## src/design/u8dw_pkg.sv

```systemverilog
// Package for the UTF-8 display width block: shared types, byte codes and
// the code point column width function. No dependencies.
`timescale 1ns / 1ps
`default_nettype none
package u8dw_pkg;

    localparam logic [7:0] LEAD2_LO  = 8'hC2;
    localparam logic [7:0] LEAD2_HI  = 8'hDF;
    localparam logic [7:0] LEAD3_LO  = 8'hE0;
    localparam logic [7:0] LEAD3_HI  = 8'hEF;
    localparam logic [7:0] LEAD4_LO  = 8'hF0;
    localparam logic [7:0] LEAD4_HI  = 8'hF4;
    localparam logic [1:0] CONT_TAG  = 2'b10;
    localparam logic [2:0] SEQ_LEN2  = 3'd2;
    localparam logic [2:0] SEQ_LEN3  = 3'd3;
    localparam logic [2:0] SEQ_LEN4  = 3'd4;
    localparam int         CP_BITS   = 21;
    localparam int         INC_BITS  = 3;
    localparam int         OUT_BITS  = 16;

    typedef logic [CP_BITS-1:0] code_point_t;

    // one entry per accepted byte: columns it settles, end of string mark
    typedef struct packed {
        logic [INC_BITS-1:0] cols;
        logic                last;
    } u8dw_item_t;

    function automatic logic [1:0] cp_width(input code_point_t cp);
        logic [1:0] w;
        begin
            w = 2'd1;
            if (cp inside {[21'h00000:21'h0001F], [21'h0007F:21'h0009F],
                           [21'h00300:21'h0036F], [21'h01AB0:21'h01AFF],
                           [21'h020D0:21'h020FF], [21'h0FE00:21'h0FE0F]})
                w = 2'd0;
            else if (cp inside {[21'h01100:21'h0115F], [21'h02E80:21'h0303E],
                                [21'h03041:21'h033FF], [21'h03400:21'h04DBF],
                                [21'h04E00:21'h09FFF], [21'h0A000:21'h0A4CF],
                                [21'h0AC00:21'h0D7A3], [21'h0F900:21'h0FAFF],
                                [21'h0FE30:21'h0FE4F], [21'h0FF00:21'h0FF60],
                                [21'h0FFE0:21'h0FFE6], [21'h20000:21'h2FFFD],
                                [21'h30000:21'h3FFFD]})
                w = 2'd2;
            return w;
        end
    endfunction

endpackage
`default_nettype wire

```

## src/design/u8dw_if.sv

```systemverilog
// Channel interfaces of the UTF-8 display width block: byte input and
// column total result. Valid/ready handshake; no dependencies.
`timescale 1ns / 1ps
`default_nettype none
interface u8dw_in_if;
    logic       valid;
    logic       ready;
    logic [7:0] byte_in;
    logic       last_byte;

    modport source (output valid, output byte_in, output last_byte, input ready);
    modport sink   (input valid, input byte_in, input last_byte, output ready);
endinterface

interface u8dw_out_if;
    logic        valid;
    logic        ready;
    logic [15:0] total_columns;

    modport source (output valid, output total_columns, input ready);
    modport sink   (input valid, input total_columns, output ready);
endinterface
`default_nettype wire

```

## src/design/u8dw_front.sv

```systemverilog
// Front end: UTF-8 sequence decoder that turns each byte into the column
// count it settles. Depends on u8dw_pkg.
`timescale 1ns / 1ps
`default_nettype none
module u8dw_front
    import u8dw_pkg::*;
(
    input  wire logic       clk,
    input  wire logic       rst_n,
    input  wire logic       in_valid,
    input  wire logic [7:0] byte_in,
    input  wire logic       last_byte,
    input  wire logic       push_ready,
    output      logic       push_valid,
    output      u8dw_item_t push_item
);

    logic [1:0]  held_reg, held_next;
    logic [2:0]  seq_reg, seq_next;
    code_point_t acc_reg, acc_next;

    logic [1:0]  held_w;
    logic [2:0]  seq_w;
    code_point_t acc_w;
    code_point_t acc_cont;
    logic [2:0]  held_inc;
    logic [1:0]  cont_cols;
    logic [1:0]  held_cols;
    logic [1:0]  lead_cols;
    logic        lead_go;
    logic        fire;

    assign fire       = in_valid && push_ready;
    assign push_valid = in_valid;
    assign acc_cont   = {acc_reg[CP_BITS-7:0], byte_in[5:0]};
    assign held_inc   = {1'b0, held_reg} + 3'd1;

    always_comb
    begin
        held_w    = held_reg;
        seq_w     = seq_reg;
        acc_w     = acc_reg;
        cont_cols = 2'd0;
        held_cols = 2'd0;
        lead_cols = 2'd0;
        lead_go   = 1'b0;

        if (held_reg == 2'd0)
        begin
            lead_go = 1'b1;
        end
        else if (byte_in[7:6] == CONT_TAG)
        begin
            if (held_inc >= seq_reg)
            begin
                cont_cols = cp_width(acc_cont);
                held_w    = 2'd0;
                seq_w     = 3'd0;
                acc_w     = '0;
            end
            else
            begin
                held_w = held_inc[1:0];
                acc_w  = acc_cont;
            end
        end
        else
        begin
            held_cols = held_reg;
            held_w    = 2'd0;
            seq_w     = 3'd0;
            acc_w     = '0;
            lead_go   = 1'b1;
        end

        if (lead_go)
        begin
            if (byte_in == 8'h00)
                lead_cols = 2'd1;
            else if (byte_in[7] == 1'b0)
                lead_cols = cp_width({{(CP_BITS-8){1'b0}}, byte_in});
            else if (byte_in inside {[LEAD2_LO:LEAD2_HI]})
            begin
                held_w = 2'd1;
                seq_w  = SEQ_LEN2;
                acc_w  = {{(CP_BITS-5){1'b0}}, byte_in[4:0]};
            end
            else if (byte_in inside {[LEAD3_LO:LEAD3_HI]})
            begin
                held_w = 2'd1;
                seq_w  = SEQ_LEN3;
                acc_w  = {{(CP_BITS-4){1'b0}}, byte_in[3:0]};
            end
            else if (byte_in inside {[LEAD4_LO:LEAD4_HI]})
            begin
                held_w = 2'd1;
                seq_w  = SEQ_LEN4;
                acc_w  = {{(CP_BITS-3){1'b0}}, byte_in[2:0]};
            end
            else
                lead_cols = 2'd1;
        end
    end

    always_comb
    begin
        push_item.last = last_byte;
        push_item.cols = {1'b0, cont_cols} + {1'b0, held_cols} + {1'b0, lead_cols};
        held_next      = held_w;
        seq_next       = seq_w;
        acc_next       = acc_w;
        if (last_byte)
        begin
            // truncated sequence at end of string: one column per held byte
            push_item.cols = push_item.cols + {1'b0, held_w};
            held_next      = 2'd0;
            seq_next       = 3'd0;
            acc_next       = '0;
        end
    end

    always_ff @(posedge clk or negedge rst_n)
    begin
        if (!rst_n)
        begin
            held_reg <= 2'd0;
            seq_reg  <= 3'd0;
            acc_reg  <= '0;
        end
        else if (fire)
        begin
            held_reg <= held_next;
            seq_reg  <= seq_next;
            acc_reg  <= acc_next;
        end
    end

endmodule
`default_nettype wire

```

## src/design/u8dw_queue.sv

```systemverilog
// Two-entry queue between the decoder and the column accumulator.
// Depends on u8dw_pkg.
`timescale 1ns / 1ps
`default_nettype none
module u8dw_queue
    import u8dw_pkg::*;
(
    input  wire logic       clk,
    input  wire logic       rst_n,
    input  wire logic       push_valid,
    input  wire u8dw_item_t push_item,
    output      logic       push_ready,
    output      logic       pop_valid,
    output      u8dw_item_t pop_item,
    input  wire logic       pop_ready
);

    u8dw_item_t mem_reg [2];
    logic       wr_ptr_reg, wr_ptr_next;
    logic       rd_ptr_reg, rd_ptr_next;
    logic [1:0] count_reg, count_next;
    logic       push;
    logic       pop;

    assign push_ready = (count_reg != 2'd2);
    assign pop_valid  = (count_reg != 2'd0);
    assign pop_item   = mem_reg[rd_ptr_reg];
    assign push       = push_valid && push_ready;
    assign pop        = pop_valid && pop_ready;

    always_comb
    begin
        wr_ptr_next = push ? ~wr_ptr_reg : wr_ptr_reg;
        rd_ptr_next = pop ? ~rd_ptr_reg : rd_ptr_reg;
        count_next  = count_reg + {1'b0, push} - {1'b0, pop};
    end

    always_ff @(posedge clk)
    begin
        if (push)
            mem_reg[wr_ptr_reg] <= push_item;
    end

    always_ff @(posedge clk or negedge rst_n)
    begin
        if (!rst_n)
        begin
            wr_ptr_reg <= 1'b0;
            rd_ptr_reg <= 1'b0;
            count_reg  <= 2'd0;
        end
        else
        begin
            wr_ptr_reg <= wr_ptr_next;
            rd_ptr_reg <= rd_ptr_next;
            count_reg  <= count_next;
        end
    end

endmodule
`default_nettype wire

```

## src/design/u8dw_back.sv

```systemverilog
// Back end: saturating column accumulator and result register.
// Depends on u8dw_pkg.
`timescale 1ns / 1ps
`default_nettype none
module u8dw_back
    import u8dw_pkg::*;
#(
    parameter int SUM_BITS = 16
)
(
    input  wire logic                clk,
    input  wire logic                rst_n,
    input  wire logic                pop_valid,
    input  wire u8dw_item_t          pop_item,
    output      logic                pop_ready,
    output      logic                out_valid,
    output      logic [OUT_BITS-1:0] total_columns,
    input  wire logic                out_ready
);

    logic [SUM_BITS-1:0] sum_reg, sum_next;
    logic [OUT_BITS-1:0] total_reg, total_next;
    logic                valid_reg, valid_next;
    logic [SUM_BITS:0]   sum_wide;
    logic [SUM_BITS-1:0] sum_sat;
    logic [OUT_BITS-1:0] sum_out;
    logic                pop;

    assign sum_wide = {1'b0, sum_reg} + (SUM_BITS+1)'(pop_item.cols);
    assign sum_sat  = sum_wide[SUM_BITS] ? {SUM_BITS{1'b1}} : sum_wide[SUM_BITS-1:0];

    generate
        if (SUM_BITS >= OUT_BITS)
        begin : g_trunc
            assign sum_out = sum_sat[OUT_BITS-1:0];
        end
        else
        begin : g_ext
            assign sum_out = {{(OUT_BITS-SUM_BITS){1'b0}}, sum_sat};
        end
    endgenerate

    // stall only an end-of-string transaction while the result slot is busy
    assign pop_ready     = !pop_item.last || !valid_reg || out_ready;
    assign pop           = pop_valid && pop_ready;
    assign out_valid     = valid_reg;
    assign total_columns = total_reg;

    always_comb
    begin
        sum_next   = sum_reg;
        total_next = total_reg;
        valid_next = valid_reg && !out_ready;
        if (pop)
        begin
            if (pop_item.last)
            begin
                sum_next   = '0;
                total_next = sum_out;
                valid_next = 1'b1;
            end
            else
                sum_next = sum_sat;
        end
    end

    always_ff @(posedge clk)
    begin
        total_reg <= total_next;
    end

    always_ff @(posedge clk or negedge rst_n)
    begin
        if (!rst_n)
        begin
            sum_reg   <= '0;
            valid_reg <= 1'b0;
        end
        else
        begin
            sum_reg   <= sum_next;
            valid_reg <= valid_next;
        end
    end

endmodule
`default_nettype wire

```

## src/design/utf8_display_width.sv

```systemverilog
// UTF-8 display width, top level: decoder, queue and accumulator.
// Depends on u8dw_pkg, u8dw_if, u8dw_front, u8dw_queue, u8dw_back.
// Throughput: one byte per cycle while the queue is not full.
// Result path: the last byte's columns pass through the queue and then the
// result register, and wait longer while the result register is stalled.
// Reset: asynchronous; decoder state, queue and running sum clear to zero.
`timescale 1ns / 1ps
`default_nettype none
module utf8_display_width
    import u8dw_pkg::*;
#(
    parameter int SUM_BITS = 16
)
(
    input  wire logic   clk,
    input  wire logic   rst_n,
    u8dw_in_if.sink     in_ch,
    u8dw_out_if.source  out_ch
);

    logic       push_valid;
    logic       push_ready;
    u8dw_item_t push_item;
    logic       pop_valid;
    logic       pop_ready;
    u8dw_item_t pop_item;

    assign in_ch.ready = push_ready;

    u8dw_front u_front (
        .clk        (clk),
        .rst_n      (rst_n),
        .in_valid   (in_ch.valid),
        .byte_in    (in_ch.byte_in),
        .last_byte  (in_ch.last_byte),
        .push_ready (push_ready),
        .push_valid (push_valid),
        .push_item  (push_item)
    );

    u8dw_queue u_queue (
        .clk        (clk),
        .rst_n      (rst_n),
        .push_valid (push_valid),
        .push_item  (push_item),
        .push_ready (push_ready),
        .pop_valid  (pop_valid),
        .pop_item   (pop_item),
        .pop_ready  (pop_ready)
    );

    u8dw_back #(
        .SUM_BITS (SUM_BITS)
    ) u_back (
        .clk           (clk),
        .rst_n         (rst_n),
        .pop_valid     (pop_valid),
        .pop_item      (pop_item),
        .pop_ready     (pop_ready),
        .out_valid     (out_ch.valid),
        .total_columns (out_ch.total_columns),
        .out_ready     (out_ch.ready)
    );

endmodule
`default_nettype wire

```

## src/flat_wrapper.sv

```systemverilog
// flat-port wrapper written by rule: the top's interface ports become plain ports
module utf8_display_width_flat import u8dw_pkg::*;
#(
    parameter int SUM_BITS = 16
)
  (clk, rst_n, in_ch_valid, in_ch_byte_in, in_ch_last_byte, in_ch_ready, out_ch_valid, out_ch_total_columns, out_ch_ready);
  u8dw_in_if in_ch_i ();
  u8dw_out_if out_ch_i ();
  input  wire logic clk;
  input  wire logic rst_n;
  input wire logic [$bits(in_ch_i.valid)-1:0] in_ch_valid;
  input wire logic [$bits(in_ch_i.byte_in)-1:0] in_ch_byte_in;
  input wire logic [$bits(in_ch_i.last_byte)-1:0] in_ch_last_byte;
  output wire logic [$bits(in_ch_i.ready)-1:0] in_ch_ready;
  output wire logic [$bits(out_ch_i.valid)-1:0] out_ch_valid;
  output wire logic [$bits(out_ch_i.total_columns)-1:0] out_ch_total_columns;
  input wire logic [$bits(out_ch_i.ready)-1:0] out_ch_ready;
  assign in_ch_i.valid = in_ch_valid;
  assign in_ch_i.byte_in = in_ch_byte_in;
  assign in_ch_i.last_byte = in_ch_last_byte;
  assign in_ch_ready = in_ch_i.ready;
  assign out_ch_valid = out_ch_i.valid;
  assign out_ch_total_columns = out_ch_i.total_columns;
  assign out_ch_i.ready = out_ch_ready;
  utf8_display_width #(.SUM_BITS(SUM_BITS)) u_core (.clk(clk), .rst_n(rst_n), .in_ch(in_ch_i), .out_ch(out_ch_i));
endmodule
```

## config.mk

```make
export PLATFORM = sky130hd
export DESIGN_NAME = utf8_display_width_flat
export DESIGN_NICKNAME = d
export VERILOG_FILES = /design/src/design/u8dw_pkg.sv /design/src/design/u8dw_if.sv /design/src/design/u8dw_front.sv /design/src/design/u8dw_queue.sv /design/src/design/u8dw_back.sv /design/src/design/utf8_display_width.sv /design/src/flat_wrapper.sv
export SDC_FILE = /design/constraint.sdc
export NUM_CORES = 1
export LEC_CHECK = 0
export CAP_MARGIN = 10
export CORE_MARGIN = 5
export CORE_UTILIZATION = 50
export DETAILED_ROUTE_END_ITERATION = 8
export DONT_BUFFER_PORTS = 1
export MAX_ROUTING_LAYER = met4
export SLEW_MARGIN = 20
export SYNTH_ARGS = -nofsm -noshare
export SYNTH_HDL_FRONTEND = slang
export SYNTH_SLANG_ARGS = --single-unit
export TNS_END_PERCENT = 10
```

## constraint.sdc

```tcl
create_clock -name clk -period 5.37 [get_ports clk]
set_input_delay 1.074 -clock clk [delete_from_list [all_inputs] [get_ports clk]]
set_output_delay 1.074 -clock clk [all_outputs]
set_load 0.05 [all_outputs]
```

== Yosys cells after proc, flatten, opt, wreduce, memory -nomap -nowiden ==
Memories as Yosys holds them, arrays and structs flattened.
Cells that the tools add are included.

* $lt $le $gt $ge: 83
* Eq/ne operators: 2
* Muxes and demuxes: 54
* $add $sub $neg: 7
* Bitwise gates (word level): 2
* Reduce and logical (&&, ||, !) cells: 57

{| class="wikitable"
|+ Operators with widths
! cell !! number
|-
| $mux W21 || 10
|-
| $le A21 B16 Y1 const B || 8
|-
| $ge A21 B16 Y1 const B || 7
|-
| $le A8 B16 Y1 const B || 8
|-
| $ge A8 B16 Y1 const B || 7
|-
| $ge A21 B14 Y1 const B || 4
|-
| $le A21 B14 Y1 const B || 3
|-
| $ge A8 B14 Y1 const B || 4
|-
| $logic_and A1 B1 Y1 || 44
|-
| $mux W2 || 22
|-
| $ge A21 B13 Y1 const B || 2
|-
| $ge A21 B18 Y1 const B || 2
|-
| $le A21 B13 Y1 const B || 2
|-
| $le A21 B18 Y1 const B || 2
|-
| $le A8 B14 Y1 const B || 3
|-
| $ge A8 B18 Y1 const B || 2
|-
| $le A8 B18 Y1 const B || 2
|-
| $mux W3 || 11
|-
| $le A8 B8 Y1 const B || 4
|-
| $mux W16 || 2
|-
| $ge A8 B13 Y1 const B || 2
|-
| $le A8 B13 Y1 const B || 2
|-
| $reduce_bool A13 Y1 || 2
|-
| $ge A8 B8 Y1 const B || 3
|-
| other kinds (33) || 47
|}

* Logic and storage cells: 215
* Memory bits (writable): 8
* Input port bits: 13
* Memories kept: 1
* Register bits after elaboration: 63

{| class="wikitable"
|+ Memories
! memory !! depth !! width !! rd ports !! clocked after memory_dff !! wr ports !! line !! text
|-
| u_core.u_queue.mem_reg || 2 || 4 || 1 || 0 || 1 || u8dw_queue.sv:18 || <nowiki>u8dw_item_t mem_reg [2];</nowiki>
|}

== Depth between registers and ports, before layout ==
Gate-level depths: netlist of run 1.

* Depth after elaboration: 13
* Mapped depth: 15
* Mapped depth without buffers: 15

== Hierarchy ==
From an unflattened synthesis of run 1, not the netlist that was laid out.

* Cell total of the unflattened synthesis: 437
* Area, all modules: 4176.5 um2

{| class="wikitable"
|+ Modules (own cells, without submodules)
! module !! times used !! area each (um2) !! sequential area each (um2) !! cells each
|-
| u8dw_front || 1 || 1909.3 || 500.5 || 241
|-
| u8dw_back || 1 || 1747.9 || 905.9 || 162
|-
| u8dw_queue || 1 || 519.2 || 340.3 || 34
|}

== Worst setup path before layout of run 1 ==
OpenSTA, ideal clock, no wires.

* Path type: input to register
* From: input in_ch_byte_in[2]
* To: memory u_core.u_queue.mem_reg[0][2] (netlist name) (data pin)
* Setup time: 0.157 ns
* Stages on the path: 13
* Required time: 5.213 ns
* Data arrival time: 4.179 ns
* Setup slack: 1.034 ns
* Path buffers: 1
* Cells stage by stage: buf_2 or4_4 o211ai_1 a311oi_1 a2111oi_0 nand4_1 nand2b_1 fa_1 inv_1 fa_1 inv_1 fa_1 a21oi_1

{| class="wikitable"
|+ RTL lines
! item !! line !! text
|-
| start: declaration || flat_wrapper.sv:12 || <nowiki>input wire logic [$bits(in_ch_i.byte_in)-1:0] in_ch_byte_in;</nowiki>
|-
| end: declaration || u8dw_queue.sv:18 ||
|}

==> impl_metrics.ini, run 1 <==
[status]
status = finished, final reports clean

[clock_tree]
post_cts_resized = 0
cts_hold_buf = 0
clkTransAtPathRegs_ns = 0.08
htreeDepth = 3
ctsRootBufferMaster = clkbuf_8
post_cts_buffers = 0
numCtsBuffers = 9
cts_buffer_depth = 2
cts_tree = yes
cts.sinks = 65
insertion_delay_ns = 0.34

[synthesis]
synth_ff_type = dfrtp_1
synth_common_cells = dfrtp_1 (41), nand2_1 (40), nor2_1 (32), a21oi_1 (26), clkbuf_1 (26)
synth_most_common_cell = dfrtp_1
yosys_warnings = 0
yosysTopAreaCell = dfrtp_1
synth_area_sq_um = 4260
synth_cells = 459
async_flop_share_pct = 63.1
synth-seq-cells = 65
ys_seq_area_share_pct = 41.0
synth_edf_count = 24
avgSynthCellArea_sq_um = 9.28
syn_nets = 487
synthTopCellsByArea = dfrtp_1 (24%), edfxtp_1 (17%), nand2_1 (3.5%)
yosysUniqueCellTypes = 74
yosysTopAreaCellShare_pct = 24.1

[timing]
setup_viol = 0
finalClockSkew_ns = 0.0138
period_needed_ns = 4.17
hold_viol_final = 0
tns_ns = 0
rsz0062_at_grt = false
timing.fmax_ghz = 0.240
worst_slew_pin_slew_ns = 0.927
slew_violations = 0
timing.slew.headroom_pct = 38.2
fin_crit_sh_pct = 77.7

[pwr]
power_frac_clock_pct = 19.9
power_w = 0.00231
p_leak_nw = 1.77
seq_power_share_pct = 47.5
p_int_w = 0.00126
pwr_density_cell_nw_per_um2 = 517
power_frac_comb_pct = 32.6
swShare_pct = 45.5
power.switching_w = 0.00105
peakVddDrop_mv = 0.226

[detailed_routing]
drt-initial-drc-count = 170
ant_nets = 0
vias_per_cell = 6.37
routed_wl_mm = 10.0
post_drt_wl_per_cell_um = 18.3
drc = 0
vias = 3479
first_pass_iters = 4

[finish]
multi_input_comb_area_sq_um = 2280
fin_nets = 464
area_delta_synth_final_pct = 4.85
fin_util_pct = 54.1
drive_above_1_share_pct = 7.71
n_antenna_cell = 0
seqCellArea_sq_um = 1750
nFillCells = 771

[floorplanning]
die-area_sq_um = 10500
start_util_pct = 51.6
die_x_um = 102
core.rowCount = 33
die_y_um = 102
io_pins = 31
fp.coreArea_sq_um = 8260

[grt]
grt_pass1_vias = 3386
track_usage_pct = 20.8
grt_start_max_net_pins = 42
overflow = 0
grt_pass1_wl_mm = 16.7
antenna_found_initial = 0

[placed_design]
gp_congestion = 0.939
dp_hpwl_mm = 6.89
io_buffers = 0

[run]
drv_cap = 0

[setup_path]
critPathKind = reg -> reg
r2r-start = u_core.u_front.held_reg[0]$_DFFE_PN0P_
cp-start-kind = register
worstPathArrival_ns = 4.35
startpoint = u_core.u_front.held_reg[0]$_DFFE_PN0P_
end_kind = register
worstPathRequired_ns = 5.54
crit_fanout = 7

[hold_path]
hold_class = in -> async
power by group through the flow:
| stage | registers, W | clock network [W] | logic, W |
|---|---|---|---|
| 2_1_floorplan | 0.000965 | 0 | 0.000706 |
| 3_3_place_gp | 0.00110 | 0 | 0.000737 |
| 3_5_place_dp | 0.00110 | 0 | 0.000757 |
| 4_1_cts | 0.00109 | 0.000473 | 0.000760 |
| 5_1_grt | 0.00112 | 0.000494 | 0.000848 |
| 6_report | 0.00110 | 0.000459 | 0.000754 |
per-layer routing:
metal,vias up,global-route usage (%),share of wire (%)
li1,1667,-,-
met1,1647,25.9,44
met2,149,34.6,49
met3,16,4.03,6.1
met4,0,5.95,1.6
met5,-,-,0
logic make-up (layout without fill, tap and decap cells):
family	count (synthesis)	in the layout	synth area share [%]
muxes	7	7	1.79
buffers and inverters	56	38	5.46
xor gates and xnor gates	14	14	2.88
AOI/OAI and AO/OA	127	127	21.3
DFF	65	65	41.0
adders and majority gates	15	15	5.11
and+or+nand+nor	175	175	22.4
final timing paths:
kind	end	slack, ns	depth (start not counted)
max reg2reg	u_core.u_queue.mem_reg[0][2]$_DFFE_PP_	1.20	14
max	u_core.u_queue.mem_reg[0][2]$_DFFE_PP_	1.20	14
min reg2reg	u_core.u_front.seq_reg[0]$_DFFE_PN0P_	0.49	1
min in group clk	u_core.u_front.seq_reg[0]$_DFFE_PN0P_	0.49	1
max in group asynchronous	u_core.u_front.acc_reg[10]$_DFFE_PN0P_	4.85	0
min	u_core.u_front.acc_reg[12]$_DFFE_PN0P_	0.42	0
worst max-delay path: stages (launching register included):
cell and delay (ns):
dfrtp_1 0.47, inv_1 0.09, ha_1 0.33, ha_1 0.28
a21o_1 0.17, a21oi_1 0.08, or4b_2 0.61, nor3_1 0.28
nand2b_1 0.12, fa_1 0.42, inv_1 0.08, fa_1 0.42
inv_1 0.10, fa_1 0.39, a21oi_1 0.18
per-stage QoR:
step           area [sq um]  hold slack, ns  cells  worst slack [ns]
6_report               4470           0.425    546              1.20
5_1_grt                4470           0.401    546             0.819
4_1_cts                4470           0.404    546              1.21
3_5_place_dp           4250           0.480    530             0.866
3_3_place_gp           4250           0.477    530             0.992
2_1_floorplan          4260           0.454    459              1.03
cell usage in the layout (no fill, tap or decap), types with 8 or more instances in the layout:
cell and count:
a21oi_1 26, a22o_1 14, a31oi_1 8, clkbuf_8 9, dfrtp_1 41, edfxtp_1 24, ha_1 11, inv_1 19
nand2_1 40, nand2b_1 9, nand3_1 18, nand4_1 9, nor2_1 32, nor2b_1 8, nor3_1 10, nor4_1 8
o21ai_0 17, xnor2_1 12
area by class of cell:
type	count	share of cell area [%]
multi-input cells	338	51.1
flip-flops and latches	65	39.1
well taps	105	2.94
repair buffers	2	0.336
clock inverters	7	2.10
inverters	20	1.68
clock buffers	9	2.77
No activity file was read; power rests on OpenSTA's default activity.
==> run 2, diff against run 1 <==
--- a/config.mk
+++ b/config.mk
@@ -5,6 +5,7 @@
 export SDC_FILE = /design/constraint.sdc
 export NUM_CORES = 1
 export LEC_CHECK = 0
+export ABC_AREA = 1
 export CAP_MARGIN = 10
 export CORE_MARGIN = 5
 export CORE_UTILIZATION = 50
==> constraint.sdc (replaced) <==
create_clock -name clk -period 3.87 [get_ports clk]
set_input_delay 0.774 -clock clk [delete_from_list [all_inputs] [get_ports clk]]
set_output_delay 0.774 -clock clk [all_outputs]
set_load 0.05 [all_outputs]
==> run 2 against run 1 <==
Effect of this change:
- clock power rose by 26%
- count of clock-buffer cells in the layout rose by 1
- register-to-register slack got worse by 0.94 ns
- setup slack got worse by 0.94 ns
- clock skew fell by 0.0024 ns
- routed wire length rose by 30%
- die area rose by 13%
- critical path depth rose by 3
- critical endpoint unchanged
==> impl_metrics.ini, run 2 <==
[status]
status = finished, final reports clean

[setup_path]
cp-start-kind = register
worstPathRequired_ns = 4.06
end_kind = register
worstPathArrival_ns = 3.81
critPathKind = reg -> reg
crit_fanout = 7

[detailed_routing]
post_drt_wl_per_cell_um = 15.6
vias = 4504
drt-initial-drc-count = 375
routed_wl_mm = 13.0
vias_per_cell = 5.41
ant_nets = 0
first_pass_iters = 5
drc = 0

[grt]
grt_pass1_wl_mm = 21.7
antenna_found_initial = 0
track_usage_pct = 24.2
grt_start_max_net_pins = 42
overflow = 0
grt_pass1_vias = 4428

[finish]
fin_nets = 723
final_cell_count_no_fill = 833
seqCellArea_sq_um = 1750
drive_above_1_share_pct = 14.7
n_antenna_cell = 0
fin_util_pct = 55.3
nFillCells = 976
layout_commonest_cell = nand2_1
final_cell_mix = nand2_1 (149), nor2_1 (104), inv_1 (95), nand3_1 (49), dfrtp_1 (36)
multi_input_comb_area_sq_um = 2640
area_delta_synth_final_pct = 8.97

[synthesis]
yosys_warnings = 0
yosysTopAreaCellShare_pct = 21.0
synth_common_cells = nand2_1 (149), nor2_1 (105), inv_1 (98), nand3_1 (49), dfrtp_1 (41)
yosysTopAreaCell = dfrtp_1
avgSynthCellArea_sq_um = 7.20
ys_seq_area_share_pct = 35.7
syn_nets = 708
yosysUniqueCellTypes = 43
synthTopCellsByArea = dfrtp_1 (21%), edfxtp_1 (15%), nand2_1 (11%)
synth_ff_type = dfrtp_1
synth-seq-cells = 65
synth_most_common_cell = nand2_1
synth_area_sq_um = 4890
async_flop_share_pct = 63.1
synth_edf_count = 24
synth_cells = 680

[timing]
period_needed_ns = 3.62
whs_ns = 0.108
worst_slew_pin_slew_ns = 0.730
timing.fmax_ghz = 0.276
slew_violations = 0
tns_ns = 0
fin_crit_sh_pct = 93.5
timing.slew.headroom_pct = 51.1
finalClockSkew_ns = 0.0114
rsz0062_at_grt = false
hold_viol_final = 0
setup_viol = 0

[clock_tree]
cts_tree = yes
htreeDepth = 3
cts_buffer_depth = 2
numCtsBuffers = 9
ctsRootBufferMaster = clkbuf_8
clkTransAtPathRegs_ns = 0.07
insertion_delay_ns = 0.35
cts.sinks = 65

[pwr]
peakVddDrop_mv = 0.327
p_leak_nw = 2.48
pwr_density_cell_nw_per_um2 = 624

[floorplanning]
die_x_um = 109
die-area_sq_um = 11900
start_util_pct = 50.8
die_y_um = 109
io_pins = 31
fp.coreArea_sq_um = 9640
core.rowCount = 36

[placed_design]
gp_congestion = 0.991
dp_hpwl_mm = 10.1
io_buffers = 0
place_inst = 809

[hold_path]
hold_class = in -> async

[run]
drv_cap = 0
run 2: cell types whose count changed after synthesis, sizes merged, moves of 10 or more:
cell | before | now
clkbuf | 27 | 3
o21ai | 18 | 39
nand3 | 18 | 52
nand2b | 10 | 0
nor2 | 32 | 122
a22o | 14 | 1
nand2 | 40 | 156
o22ai | 7 | 20
inv | 19 | 105
run 2: routing by layer:
metal | global-route usage [%] | vias up | wire [um]
met3 | 3.67 | 24 | 790
met4 | 8.03 | 0 | 238
li1 | - | 2230 | -
met2 | 39.6 | 171 | 6270
met5 | - | - | 0
met1 | 30.9 | 2079 | 5710
run 2: path summary, 6_finish.rpt:
check	slack, ns	endpoint	cells past startpoint	from
max in group asynchronous	3.65	u_core.u_front.acc_reg[9]$_DFFE_PN0P_	0	rst_n
worst max register to register	0.25	u_core.u_queue.mem_reg[0][2]$_DFFE_PP_	17	u_core.u_front.acc_reg[0]$_DFFE_PN0P_
worst min register to register	0.50	u_core.u_back.sum_reg[2]$_DFFE_PN0P_	2	u_core.u_back.sum_reg[2]$_DFFE_PN0P_
min in group clk	0.50	u_core.u_back.sum_reg[2]$_DFFE_PN0P_	2	u_core.u_back.sum_reg[2]$_DFFE_PN0P_
worst min-delay path	0.11	u_core.u_queue.count_reg[1]$_DFF_PN0_	0	rst_n
worst max-delay path	0.25	u_core.u_queue.mem_reg[0][2]$_DFFE_PP_	17	u_core.u_front.acc_reg[0]$_DFFE_PN0P_
run 2: worst max-delay path: stages (launching register included):
cell and delay [ns]:
dfrtp_1 0.51, clkinvlp_4 0.25, nor2_2 0.22, nand2_1 0.09, nor2_1 0.09, nand3_1 0.08, nand3_1 0.10, nand2_1 0.08
nand2_1 0.07, nand3_1 0.09, nor2_2 0.18, nand2_1 0.10, fa_1 0.44, inv_1 0.08, fa_1 0.43, inv_1 0.09
fa_1 0.39, o21ai_1 0.17
run 2: repair_timing:
action,CTS,global route
buffers inserted,0,8
setup endpoints to repair,0,4
hold buffers,0,0
resized for setup,0,13
run 2: through the flow:
stage	setup WS, ns	power [W]	instance area, sq um
after floorplan	0.343	0.00240	4890
after global placement	0.0723	0.00270	5050
after detailed placement	-0.0405	0.00271	5050
after CTS	0.106	0.00330	5250
after global routing	0.0110	0.00357	5330
final	0.252	0.00333	5330
run 2: report_power, final:
group	leakage (nW)	switching [W]	internal (W)
clock network	0.0934	0.000270	0.000309
registers	0.780	0.000436	0.000958
logic	1.61	0.000916	0.000438
run 2: kinds of logic after synthesis:
kind of cell	share of synthesized area (%)
simple gates	34.5
buf+inv	10.8
compound gates	12.2
flops	35.7
fa+ha+maj	4.45
xor+xnor	2.33
run 2: layout make-up:
cell class                      count  area share, %
Multi-Input combinational cell    489           49.4
Clock buffer                       10           2.58
Tap cell                          133           3.12
Timing Repair Buffer               24           3.38
Inverter                          106           7.53
Sequential cell                    65           32.9
Clock inverter                      6           1.08
